[src/rtl/core/swd_pkg.sv]
package swd_pkg;

	localparam int WINDOW_SIZE_DEF = 64;
	localparam int MAX_LEVELS_DEF  = 3;
	localparam int FILTER_TAPS     = 8;
	localparam int TAP_W           = 3;

	localparam int SAMPLE_W   = 16;
	localparam int DATA_W     = 32;
	localparam int COEF_W     = 16;
	localparam int PROD_W     = DATA_W + COEF_W;
	localparam int ACC_W      = PROD_W + 4;
	localparam int THR_W      = 15;
	localparam int CFG_IDX_W  = 2;
	localparam int CFG_DATA_W = 15;
	localparam int LEVELS_W   = 3;
	localparam int ADDR_MAX_W = 8;

	localparam int LEVELS_RESET = 1;
	localparam int THR_RESET    = 256;
	localparam int ROUND_SHIFT  = 15;
	localparam int ROUND_BIAS   = 16384;

	typedef enum logic [CFG_IDX_W-1:0] {
		CFG_LEVELS    = 2'd0,
		CFG_THRESHOLD = 2'd1,
		CFG_MODE      = 2'd2
	} cfg_reg_e;

	typedef enum logic {
		MODE_HARD = 1'b0,
		MODE_SOFT = 1'b1
	} thr_mode_e;

	typedef enum logic [3:0] {
		ST_IDLE,
		ST_LOAD,
		ST_DEC,
		ST_MOVE,
		ST_COPY,
		ST_REC,
		ST_READ_OUT,
		ST_DRAIN,
		ST_FINISH
	} state_e;

	typedef enum logic [1:0] {
		SRC_RING,
		SRC_WORK,
		SRC_APPROX,
		SRC_DETAIL
	} src_e;

	typedef enum logic [1:0] {
		BANK_DEC_LOW,
		BANK_DEC_HIGH,
		BANK_REC_LOW,
		BANK_REC_HIGH
	} bank_e;

	typedef enum logic [1:0] {
		OP_NONE,
		OP_MOVE,
		OP_MAC,
		OP_OUT
	} kind_e;

	typedef enum logic [1:0] {
		DST_WORK,
		DST_APPROX,
		DST_DETAIL,
		DST_PAIR
	} dst_e;

	// One datapath operation, issued by the controller in the cycle its read address is valid.
	typedef struct packed {
		kind_e                 kind;
		src_e                  src;
		bank_e                 bank;
		logic [TAP_W-1:0]      tap;
		logic                  acc_hi;
		logic                  first;
		logic                  last;
		logic                  thr;
		dst_e                  dst;
		logic [ADDR_MAX_W-1:0] rd_addr;
		logic [ADDR_MAX_W-1:0] wr_addr;
	} cmd_t;

	typedef struct packed {
		logic                  ring_we;
		logic [ADDR_MAX_W-1:0] ring_waddr;
		logic                  out_load;
		logic                  out_pass;
	} ctl_t;

	typedef logic signed [COEF_W-1:0] coef_arr_t [FILTER_TAPS];

	localparam coef_arr_t DEC_LOW  = '{-16'sd347, 16'sd1078, 16'sd1011, -16'sd6129,
		-16'sd917, 16'sd20673, 16'sd23424, 16'sd7549};
	localparam coef_arr_t DEC_HIGH = '{-16'sd7549, 16'sd23424, -16'sd20673, -16'sd917,
		16'sd6129, 16'sd1011, -16'sd1078, -16'sd347};
	localparam coef_arr_t REC_LOW  = '{16'sd7549, 16'sd23424, 16'sd20673, -16'sd917,
		-16'sd6129, 16'sd1011, 16'sd1078, -16'sd347};
	localparam coef_arr_t REC_HIGH = '{-16'sd347, -16'sd1078, 16'sd1011, 16'sd6129,
		-16'sd917, -16'sd20673, 16'sd23424, -16'sd7549};

	function automatic logic signed [COEF_W-1:0] coef_lookup(bank_e bank, logic [TAP_W-1:0] tap);
		logic signed [COEF_W-1:0] c;
		unique case (bank)
			BANK_DEC_LOW:  c = DEC_LOW[tap];
			BANK_DEC_HIGH: c = DEC_HIGH[tap];
			BANK_REC_LOW:  c = REC_LOW[tap];
			BANK_REC_HIGH: c = REC_HIGH[tap];
			default:       c = '0;
		endcase
		return c;
	endfunction

endpackage

[src/rtl/core/swd_ctrl.sv]
module swd_ctrl #(
	parameter int WINDOW_SIZE = swd_pkg::WINDOW_SIZE_DEF
) (
	input  logic                          clk,
	input  logic                          arst_n,
	input  logic                          in_valid,
	output logic                          in_ready,
	input  logic                          out_ready,
	output logic                          out_valid,
	input  logic [swd_pkg::LEVELS_W-1:0] levels,
	output swd_pkg::cmd_t                 cmd,
	output swd_pkg::ctl_t                 ctl
);

	localparam int AW = $clog2(WINDOW_SIZE);
	localparam int FW = $clog2(WINDOW_SIZE + 1);
	localparam int AMW = swd_pkg::ADDR_MAX_W;
	localparam logic [3:0] DEC_OPS_LAST = 4'd15;
	localparam logic [2:0] REC_OPS_LAST = 3'd7;
	localparam logic [1:0] DRAIN_LAST = 2'd2;

	swd_pkg::state_e state_q, state_d, ret_q, ret_d;
	logic [1:0]                   drain_q, drain_d;
	logic [AW-1:0]                i_q, i_d, base_q, base_d, rp_q, rp_d, wp_q, wp_d;
	logic [3:0]                   n_q, n_d;
	logic [FW-1:0]                fill_q, fill_d;
	logic [swd_pkg::LEVELS_W-1:0] lvl_q, lvl_d;
	logic                         pass_q, pass_d, out_valid_q, out_valid_d;

	logic [AW:0]   len_c, half_c, full_c, i_ext, sum_c, addr_c, jx_c, diff_c;
	logic [AW-1:0] wp_inc, rp_inc;
	logic [2:0]    jv_c;
	logic          too_short;

	assign out_valid = out_valid_q;

	assign len_c  = (AW + 1)'(WINDOW_SIZE) >> lvl_q;
	assign half_c = len_c >> 1;
	assign full_c = {half_c[AW-1:0], 1'b0};
	assign i_ext  = {1'b0, i_q};
	assign wp_inc = (wp_q == AW'(WINDOW_SIZE - 1)) ? '0 : wp_q + 1'b1;
	assign rp_inc = (rp_q == AW'(WINDOW_SIZE - 1)) ? '0 : rp_q + 1'b1;
	assign too_short = (((AW + 1)'(WINDOW_SIZE) >> levels) < (AW + 1)'(swd_pkg::FILTER_TAPS));

	// Circular tap address for decomposition.
	assign sum_c  = {1'b0, base_q} + (AW + 1)'(n_q[3:1]);
	assign addr_c = (sum_c >= len_c) ? sum_c - len_c : sum_c;

	// Gather form of reconstruction: tap j of coefficient pair i lands on k = (2i + j) mod full.
	assign jv_c   = {n_q[2:1], i_q[0]};
	assign jx_c   = (AW + 1)'(jv_c);
	assign diff_c = (i_ext >= jx_c) ? i_ext - jx_c : i_ext + full_c - jx_c;

	always_ff @(posedge clk or negedge arst_n) begin
		if (!arst_n) begin
			state_q     <= swd_pkg::ST_IDLE;
			ret_q       <= swd_pkg::ST_IDLE;
			drain_q     <= '0;
			i_q         <= '0;
			n_q         <= '0;
			base_q      <= '0;
			rp_q        <= '0;
			wp_q        <= '0;
			fill_q      <= '0;
			lvl_q       <= '0;
			pass_q      <= 1'b0;
			out_valid_q <= 1'b0;
		end else begin
			state_q     <= state_d;
			ret_q       <= ret_d;
			drain_q     <= drain_d;
			i_q         <= i_d;
			n_q         <= n_d;
			base_q      <= base_d;
			rp_q        <= rp_d;
			wp_q        <= wp_d;
			fill_q      <= fill_d;
			lvl_q       <= lvl_d;
			pass_q      <= pass_d;
			out_valid_q <= out_valid_d;
		end
	end

	always_comb begin
		state_d     = state_q;
		ret_d       = ret_q;
		drain_d     = drain_q;
		i_d         = i_q;
		n_d         = n_q;
		base_d      = base_q;
		rp_d        = rp_q;
		wp_d        = wp_q;
		fill_d      = fill_q;
		lvl_d       = lvl_q;
		pass_d      = pass_q;
		out_valid_d = out_valid_q;
		cmd         = '0;
		ctl         = '0;
		in_ready    = 1'b0;

		if (out_valid_q && out_ready) begin
			out_valid_d = 1'b0;
		end

		unique case (state_q)
			swd_pkg::ST_IDLE: begin
				in_ready = 1'b1;
				if (in_valid) begin
					ctl.ring_we    = 1'b1;
					ctl.ring_waddr = AMW'(wp_q);
					wp_d = wp_inc;
					rp_d = wp_inc;
					i_d  = '0;
					n_d  = '0;
					if ((fill_q < FW'(WINDOW_SIZE)) || too_short) begin
						pass_d = 1'b1;
						if (fill_q < FW'(WINDOW_SIZE)) begin
							fill_d = fill_q + 1'b1;
						end
						state_d = swd_pkg::ST_FINISH;
					end else begin
						pass_d  = 1'b0;
						state_d = swd_pkg::ST_LOAD;
					end
				end
			end
			swd_pkg::ST_LOAD: begin
				cmd.kind    = swd_pkg::OP_MOVE;
				cmd.src     = swd_pkg::SRC_RING;
				cmd.dst     = swd_pkg::DST_WORK;
				cmd.rd_addr = AMW'(rp_q);
				cmd.wr_addr = AMW'(i_q);
				rp_d = rp_inc;
				i_d  = i_q + 1'b1;
				if (i_q == AW'(WINDOW_SIZE - 1)) begin
					i_d     = '0;
					n_d     = '0;
					base_d  = '0;
					lvl_d   = '0;
					ret_d   = swd_pkg::ST_DEC;
					drain_d = '0;
					state_d = swd_pkg::ST_DRAIN;
				end
			end
			swd_pkg::ST_DEC: begin
				cmd.kind    = swd_pkg::OP_MAC;
				cmd.src     = swd_pkg::SRC_WORK;
				cmd.bank    = n_q[0] ? swd_pkg::BANK_DEC_HIGH : swd_pkg::BANK_DEC_LOW;
				cmd.tap     = n_q[3:1];
				cmd.acc_hi  = n_q[0];
				cmd.first   = (n_q[3:1] == '0);
				cmd.last    = (n_q == DEC_OPS_LAST);
				cmd.dst     = swd_pkg::DST_PAIR;
				cmd.rd_addr = AMW'(addr_c);
				cmd.wr_addr = AMW'(i_q);
				n_d = n_q + 1'b1;
				if (n_q == DEC_OPS_LAST) begin
					i_d    = i_q + 1'b1;
					base_d = base_q + 2'd2;
					if (i_ext == half_c - 1'b1) begin
						i_d     = '0;
						base_d  = '0;
						ret_d   = swd_pkg::ST_MOVE;
						drain_d = '0;
						state_d = swd_pkg::ST_DRAIN;
					end
				end
			end
			swd_pkg::ST_MOVE: begin
				cmd.kind    = swd_pkg::OP_MOVE;
				cmd.dst     = swd_pkg::DST_WORK;
				cmd.rd_addr = AMW'(i_q);
				if (n_q[0]) begin
					cmd.src     = swd_pkg::SRC_DETAIL;
					cmd.thr     = 1'b1;
					cmd.wr_addr = AMW'(half_c + i_ext);
					n_d = '0;
					i_d = i_q + 1'b1;
					if (i_ext == half_c - 1'b1) begin
						i_d = '0;
						if (lvl_q + 1'b1 < levels) begin
							lvl_d = lvl_q + 1'b1;
							ret_d = swd_pkg::ST_DEC;
						end else begin
							ret_d = swd_pkg::ST_COPY;
						end
						drain_d = '0;
						state_d = swd_pkg::ST_DRAIN;
					end
				end else begin
					cmd.src     = swd_pkg::SRC_APPROX;
					cmd.wr_addr = AMW'(i_q);
					n_d = 4'd1;
				end
			end
			swd_pkg::ST_COPY: begin
				cmd.kind    = swd_pkg::OP_MOVE;
				cmd.src     = swd_pkg::SRC_WORK;
				cmd.wr_addr = AMW'(i_q);
				if (n_q[0]) begin
					cmd.dst     = swd_pkg::DST_DETAIL;
					cmd.rd_addr = AMW'(half_c + i_ext);
					n_d = '0;
					i_d = i_q + 1'b1;
					if (i_ext == half_c - 1'b1) begin
						i_d     = '0;
						ret_d   = swd_pkg::ST_REC;
						drain_d = '0;
						state_d = swd_pkg::ST_DRAIN;
					end
				end else begin
					cmd.dst     = swd_pkg::DST_APPROX;
					cmd.rd_addr = AMW'(i_q);
					n_d = 4'd1;
				end
			end
			swd_pkg::ST_REC: begin
				cmd.kind    = swd_pkg::OP_MAC;
				cmd.src     = n_q[0] ? swd_pkg::SRC_DETAIL : swd_pkg::SRC_APPROX;
				cmd.bank    = n_q[0] ? swd_pkg::BANK_REC_HIGH : swd_pkg::BANK_REC_LOW;
				cmd.tap     = jv_c;
				cmd.first   = (n_q[2:0] == '0);
				cmd.last    = (n_q[2:0] == REC_OPS_LAST);
				cmd.dst     = swd_pkg::DST_WORK;
				cmd.rd_addr = AMW'(diff_c >> 1);
				cmd.wr_addr = AMW'(i_q);
				n_d = n_q + 1'b1;
				if (n_q[2:0] == REC_OPS_LAST) begin
					n_d = '0;
					i_d = i_q + 1'b1;
					if (i_ext == full_c - 1'b1) begin
						i_d = '0;
						if (lvl_q == '0) begin
							ret_d = swd_pkg::ST_READ_OUT;
						end else begin
							lvl_d = lvl_q - 1'b1;
							ret_d = swd_pkg::ST_COPY;
						end
						drain_d = '0;
						state_d = swd_pkg::ST_DRAIN;
					end
				end
			end
			swd_pkg::ST_READ_OUT: begin
				cmd.kind    = swd_pkg::OP_OUT;
				cmd.src     = swd_pkg::SRC_WORK;
				cmd.rd_addr = AMW'(WINDOW_SIZE / 2);
				ret_d   = swd_pkg::ST_FINISH;
				drain_d = '0;
				state_d = swd_pkg::ST_DRAIN;
			end
			swd_pkg::ST_DRAIN: begin
				if (drain_q == DRAIN_LAST) begin
					state_d = ret_q;
				end else begin
					drain_d = drain_q + 1'b1;
				end
			end
			swd_pkg::ST_FINISH: begin
				if (!out_valid_q || out_ready) begin
					ctl.out_load = 1'b1;
					ctl.out_pass = pass_q;
					out_valid_d  = 1'b1;
					state_d      = swd_pkg::ST_IDLE;
				end
			end
			default: begin
				state_d = swd_pkg::ST_IDLE;
			end
		endcase
	end

endmodule

[config.mk]
export PLATFORM = sky130hd
export DESIGN_NAME = swd_ctrl
export DESIGN_NICKNAME = d
export VERILOG_FILES = /design/src/rtl/core/swd_pkg.sv /design/src/rtl/core/swd_ctrl.sv
export SDC_FILE = /design/constraint.sdc
export NUM_CORES = 1
export LEC_CHECK = 0
export BUFFER_PORTS_ARGS = -buffer_cell sky130_fd_sc_hd__buf_2
export CORE_MARGIN = 8
export CORE_UTILIZATION = 48
export CTS_CLUSTER_SIZE = 40
export DETAILED_ROUTE_END_ITERATION = 8
export HOLD_SLACK_MARGIN = 0.05
export PLACE_DENSITY_LB_ADDON = 0.05
export SKIP_LAST_GASP = 1
export SLEW_MARGIN = 20
export SYNTH_ARGS = -nofsm -noshare
export SYNTH_HDL_FRONTEND = slang
export SYNTH_SLANG_ARGS = --single-unit
[constraint.sdc]
create_clock -name clk -period 3.7 [get_ports clk]
set_input_delay 0.185 -clock clk [delete_from_list [all_inputs] [get_ports clk]]
set_output_delay 0.185 -clock clk [all_outputs]
set_load 0.01 [all_outputs]
==> flow_summary.yaml, run 1 <==
timing:
  period_share: 0.9508
  fin_tns_setup_ns: 0
  worst_slack_ns: 0.1821
  fin_skew_ns: 0.01408
  rsz0062_at_grt: "false"
  report.final.slew_viol_count: 0
  tightest_slew_ns: 0.8407
  setup_viol: 0
  min_period_ns: 3.518
  hold_viol_final: 0
  max-slew-margin-rel: 0.4362
  clock.fmax_ghz: 0.2843
clock_network:
  clock_sinks: 49
  cts_buffers: 5
  clockRootBuffer: "clkbuf_8"
  clockBufferDepth: 2
  htreeDepth: 2
  clk_latency_ns: 0.32
  tritoncts: "done"
  clk_pin_slew_ns: 0.10
detailed_routing:
  postRouteAntennaNets: 0
  wl_um: 14540
  vias: 4706
  first_pass_iters: 6
  via_per_inst: 5.987
  drc: 0
  wire_per_inst_um: 18.50
  drtIter0Drc: 367
layout:
  n_antenna_cell: 0
  fillCellCount: 1024
  area_growth_syn_to_layout_pct: 9.356
  drive_gt1_frac: 0.1538
  fin_nets: 705
pwr:
  vdd_drop_max_mv: 0.4307
  leakage_nw: 2.662
  total_power_w: 0.004331
  p_per_area_mw_per_mm2: 796.1
die:
  chipWidth_um: 117.8
  die_h_um: 117.8
  core_area_mm2: 0.01018
  die_area_mm2: 0.01388
  io-pin-count: 51
  fp-row-count: 37
  initial_utilization: 0.4885
global_route:
  grt_max_degree: 50
  grt_pass1_vias: 4543
  antenna_found_initial: 0
  grt_pass1_wl_um: 23720
  grt_usage: 0.2082
  overflow: 0
logic_synthesis:
  ys.flop_type: "dfrtp_1"
  ys_async_sr_fraction: 1.000
  yosys_warnings: 0
  netlist.area_leader.share: 0.2465
  syn-instance-count: 612
  netlist_area_mm2: 0.004975
  ys_seq_area_frac: 0.2465
  ys_seq_elements: 49
  synth.avg_cell_area_um2: 8.129
  synth_area_leaders: "dfrtp_1, ha_1, xnor2_1, nand2_1, o21ai_0"
  netlist_top_cells_count: "nand2_1, dfrtp_1, inv_1, nor2_1, ha_1"
  synth_top_area_cell: "dfrtp_1"
  synth_edf_count: 0
  ys_types: 74
  yosysMostFrequentCell: "nand2_1"
critical_path:
  worst_setup_path_start_kind: "flip-flop"
  rr_worst_depth: 11
  end_kind: "output pin"
  setup.worst_path.start: "lvl_q[0]$_DFFE_PN0P_"
  cp.required_ns: 3.51
  reg2reg_slack_ns: 0.32
  timing.rr.end: "lvl_q[0]$_DFFE_PN0P_"
  crit_type: "reg -> out"
  cp.arrival_ns: 3.33
  crit_fanout: 8
  r2r-start: "lvl_q[0]$_DFFE_PN0P_"
  crit_end: "cmd[11]"
run:
  drv_cap: 0
placement:
  portBuffers: 46
  place_ws_ns: 0.1970
  gp_congestion: 0.9946
  dp_hpwl_um: 11340
run_status:
  status: "completed"
min_path:
  hold_path.class: "in -> reg"
  hold_depth: 3
-- cell type report --
type                    count  area [um^2]  share of cell area
repair buffers             58        335.3             0.06164
clock buffers               6        82.58             0.01518
multi-input cells         484         3415              0.6276
inverters                  51        196.4             0.03611
flip-flops and latches     49         1227              0.2256
well taps                 136        170.2             0.03128
clock inverters             2        13.76            0.002530
-- layer usage --
layer / vias up / GRT usage / share of wire
met3: 34 / 0.03357 / 0.069
met2: 212 / 0.3323 / 0.45
met1: 2209 / 0.2700 / 0.44
met5: - / 0 / 0
li1: 2251 / - / -
met4: 0 / 0.09688 / 0.038
-- worst min path at each step --
stage	start	endpoint	slack, ns
global placement	arst_n	wp_q[5]$_DFFE_PN0P_	0.34
floorplan	arst_n	base_q[1]$_DFFE_PN0P_	-0.11
detailed placement	arst_n	wp_q[3]$_DFFE_PN0P_	0.34
CTS	out_ready	out_valid$_DFF_PN0_	0.17
finish	out_ready	out_valid$_DFF_PN0_	0.17
global route	out_ready	out_valid$_DFF_PN0_	0.22
-- flip-flops by register name, indices dropped and copies added, names as in the netlist, 2 cells and up --
name     flops
rp_q         6
lvl_q        3
fill_q       7
ret_q        4
drain_q      2
i_q          6
n_q          4
base_q       5
wp_q         6
state_q      4
-- worst max-delay path: stages, from the launching register on --
cell	delay, ns
dfrtp_2	0.46
buf_12	0.12
ha_4	0.16
nand2_1	0.11
ha_1	0.39
nor2b_1	0.16
o21a_1	0.17
o21a_1	0.20
o31a_1	0.27
o22ai_1	0.14
buf_4	0.21
mux2i_2	0.26
o221ai_1	0.17
buf_2	0.18
-- kinds of logic after synthesis --
kind of cell             after synthesis  synth area share
other                                  1         0.0007538
AO/OA/AOI/OAI                        175            0.2415
buffers and inverters                 82           0.07797
flip-flops                            49            0.2465
multiplexers                          15           0.03269
adder cells (fa/ha/maj)               49            0.1308
AND/OR/NAND/NOR                      201            0.1994
XOR/XNOR                              40           0.07042
-- placed cells by master, fill, tap and decap left out, types with 7 or more instances in the layout --
master and n:
nor3_1 18, o21ai_0 43, and3_1 12, buf_4 10, a22o_1 8, inv_1 43
dfrtp_1 48, o22ai_1 7, a21o_1 11, buf_2 46, a21oi_1 36, nand2b_1 7
nand3_1 18, nand2_1 63, o31ai_1 8, mux2i_1 7, xnor2_1 29, nor2b_1 9
xor2_1 10, ha_1 42, nor2_1 47
-- power breakdown --
part,switching [W],internal (W)
logic,0.00176,0.00127
registers,0.000276,0.000674
clock network,0.000195,0.000152
-- timing repair --
item | CTS | global route
resized for setup | 2 | 12
pin swaps | 0 | 0
endpoints found under the hold margin | 49 | 0
endpoints found under the setup margin | 1 | 8
hold buffers | 1 | 0
buffers inserted | 0 | 1
-- metrics by stage --
step	utilization	cells	hold WS [ns]	instance area, um^2
2_1_floorplan	-	615	-0.1106	4986
3_3_place_gp	0.5174	776	0.3358	5270
3_5_place_dp	0.5174	776	0.3423	5270
4_1_cts	0.5283	785	0.1717	5380
5_1_grt	0.5342	786	0.2191	5440
6_report	0.5342	786	0.1709	5440
Note: power is estimated with default switching activity, not from simulation.
==> run 2, diff against run 1 <==
--- a/config.mk
+++ b/config.mk
@@ -7,7 +7,7 @@
 export LEC_CHECK = 0
 export BUFFER_PORTS_ARGS = -buffer_cell sky130_fd_sc_hd__buf_2
 export CORE_MARGIN = 8
-export CORE_UTILIZATION = 48
+export CORE_UTILIZATION = 60
 export CTS_CLUSTER_SIZE = 40
 export DETAILED_ROUTE_END_ITERATION = 8
 export HOLD_SLACK_MARGIN = 0.05
==> flow_summary.yaml, run 2 (same netlist as run 1, synthesis figures left out) <==
layout:
  largest_register: "fill_q"
  final_cells: 753
  area_growth_syn_to_layout_pct: 8.652
  n_antenna_cell: 0
  drive_gt1_frac: 0.1481
  fin_nets: 703
  layout_commonest_cell: "nand2_1"
  largest_register_ff_count: 7
  fillCellCount: 723
  most-common-layout-cells: "nand2_1, dfrtp_1, nor2_1, buf_2, inv_1"
critical_path:
  end_kind: "output pin"
  worst_setup_path_start_kind: "flip-flop"
  crit_fanout: 8
  reg2reg_slack_ns: 0.26
  crit_type: "reg -> out"
  cp.required_ns: 3.51
  cp.arrival_ns: 3.36
  cp_slowest_cell: "dfrtp_1"
  crit_chain: "ha_1 -> xor2_2 -> ha_1 -> o21a_1 -> o21a_1 -> o31a_1 -> o22ai_1 -> buf_4 -> mux2i_1 -> o221ai_1 -> buf_2"
  slowest_delay_ns: 0.46
pwr:
  pwr-share-comb: 0.679
  p_sw_w: 0.002256
  vdd_drop_max_mv: 0.5972
  seqPwrFrac: 0.217
  p_per_area_mw_per_mm2: 828.3
  switching_share: 0.5039
  leakage_nw: 2.670
  power.internal_w: 0.002221
  power_frac_clock: 0.105
global_route:
  grt_max_degree: 50
  overflow: 0
  grt_pass1_wl_um: 23360
  antenna_found_initial: 0
  grt_usage: 0.2506
  grt_pass1_vias: 4590
detailed_routing:
  drtIter0Drc: 346
  first_pass_iters: 7
  wl_um: 14290
  postRouteAntennaNets: 0
  drc: 0
  wire_per_inst_um: 18.98
  vias: 4734
  via_per_inst: 6.287
timing:
  min_period_ns: 3.546
  max-slew-margin-rel: 0.4554
  rsz0062_at_grt: "false"
  tightest_slew_ns: 0.8120
  clock.fmax_ghz: 0.2820
  fin_tns_setup_ns: 0
  report.final.slew_viol_count: 0
  setup_viol: 0
  fin_skew_ns: 0.01070
  period_share: 0.9583
  hold_viol_final: 0
clock_network:
  clock_sinks: 49
  cts_buffers: 5
  clk_pin_slew_ns: 0.10
  tritoncts: "done"
  clockRootBuffer: "clkbuf_8"
  clockBufferDepth: 2
  clk_latency_ns: 0.31
  htreeDepth: 2
die:
  die_area_mm2: 0.01146
  chipWidth_um: 107.1
  core_area_mm2: 0.008134
  io-pin-count: 51
  fp-row-count: 33
  initial_utilization: 0.6116
  die_h_um: 107.1
run_status:
  status: "completed"
run:
  drv_cap: 0
placement:
  dp.cells: 743
  gp_congestion: 1.020
  dp_hpwl_um: 11070
  portBuffers: 46
min_path:
  hold_path.class: "in -> reg"
[run 2: cell types whose count changed in the layout (fill, tap and decap cells not counted), sizes merged]
cell    before  now
inv         48   49
clkbuf       6    5
buf         57   55
clkinv       5    3
bufinv       0    2
[run 2: cell type report]
type | instances | area, um^2 | share of cell area
Clock buffer | 5 | 68.82 | 0.01273
Clock inverter | 3 | 68.82 | 0.01273
Inverter | 51 | 196.4 | 0.03634
Multi-Input combinational cell | 484 | 3405 | 0.6299
Sequential cell | 49 | 1227 | 0.2271
Tap cell | 105 | 131.4 | 0.02431
Timing Repair Buffer | 56 | 307.8 | 0.05694
[run 2: metrics by stage]
step / setup WS [ns] / utilization / hold slack, ns / power, W / cell area, um^2
floorplan: 0.5819 / - / -0.1106 / 0.003051 / 4986
global placement: 0.3287 / 0.6413 / 0.3232 / 0.003826 / 5216
detailed placement: 0.2266 / 0.6413 / 0.3314 / 0.003883 / 5216
CTS: 0.004739 / 0.6596 / 0.1766 / 0.004371 / 5365
global route: 0.02336 / 0.6645 / 0.2098 / 0.004812 / 5405
finish: 0.1543 / 0.6645 / 0.1737 / 0.004477 / 5405
[run 2: critical path, delay by kind of cell, from the launching register on]
| kind | cells | cell delay, ns |
|---|---|---|
| xor gates and xnor gates | 1 | 0.26 |
| AOI/OAI and AO/OA | 5 | 0.94 |
| muxes | 1 | 0.28 |
| DFF | 1 | 0.46 |
| buffers and inverters | 2 | 0.39 |
| adders and majority gates | 2 | 0.74 |
[run 2: power by group through the flow]
stage	Combinational (W)	Sequential, W	Clock, W
after floorplan	0.00226	0.000789	0
after CTS	0.00294	0.000957	0.000474
after global routing	0.00333	0.000994	0.000490
after global placement	0.00287	0.000955	0
after detailed placement	0.00292	0.000964	0
final	0.00304	0.000969	0.000468
[run 2: metal layers]
layer | vias to the layer above | track usage | routed length, um
li1 | 2244 | - | -
met1 | 2237 | 0.3327 | 6208
met4 | 0 | 0.1166 | 563
met5 | - | 0 | 0
met3 | 33 | 0.03179 | 1022
met2 | 220 | 0.3959 | 6499
[run 2: timing repair]
| action | 4_1_cts | 5_1_grt |
|---|---|---|
| setup endpoints to repair | 1 | 6 |
| gates resized for setup | 1 | 10 |
| endpoints found under the hold margin | 49 | 0 |
| buffers inserted | 0 | 1 |
| hold buffers | 1 | 0 |
| pin swaps | 0 | 2 |
| gates cloned | 0 | 0 |
[run 2: path summary, 6_finish.rpt]
path                                        from                     to  depth (start not counted)
max reg2reg                 lvl_q[0]$_DFFE_PN0P_   lvl_q[0]$_DFFE_PN0P_                         11
min reg2reg                fill_q[5]$_DFFE_PN0P_  fill_q[5]$_DFFE_PN0P_                          1
min in group asynchronous                 arst_n    wp_q[5]$_DFFE_PN0P_                          3
min                                    out_ready    out_valid$_DFF_PN0_                          3
max                           n_q[3]$_DFFE_PN0P_                cmd[12]                         11
max in group asynchronous                 arst_n   lvl_q[0]$_DFFE_PN0P_                          3
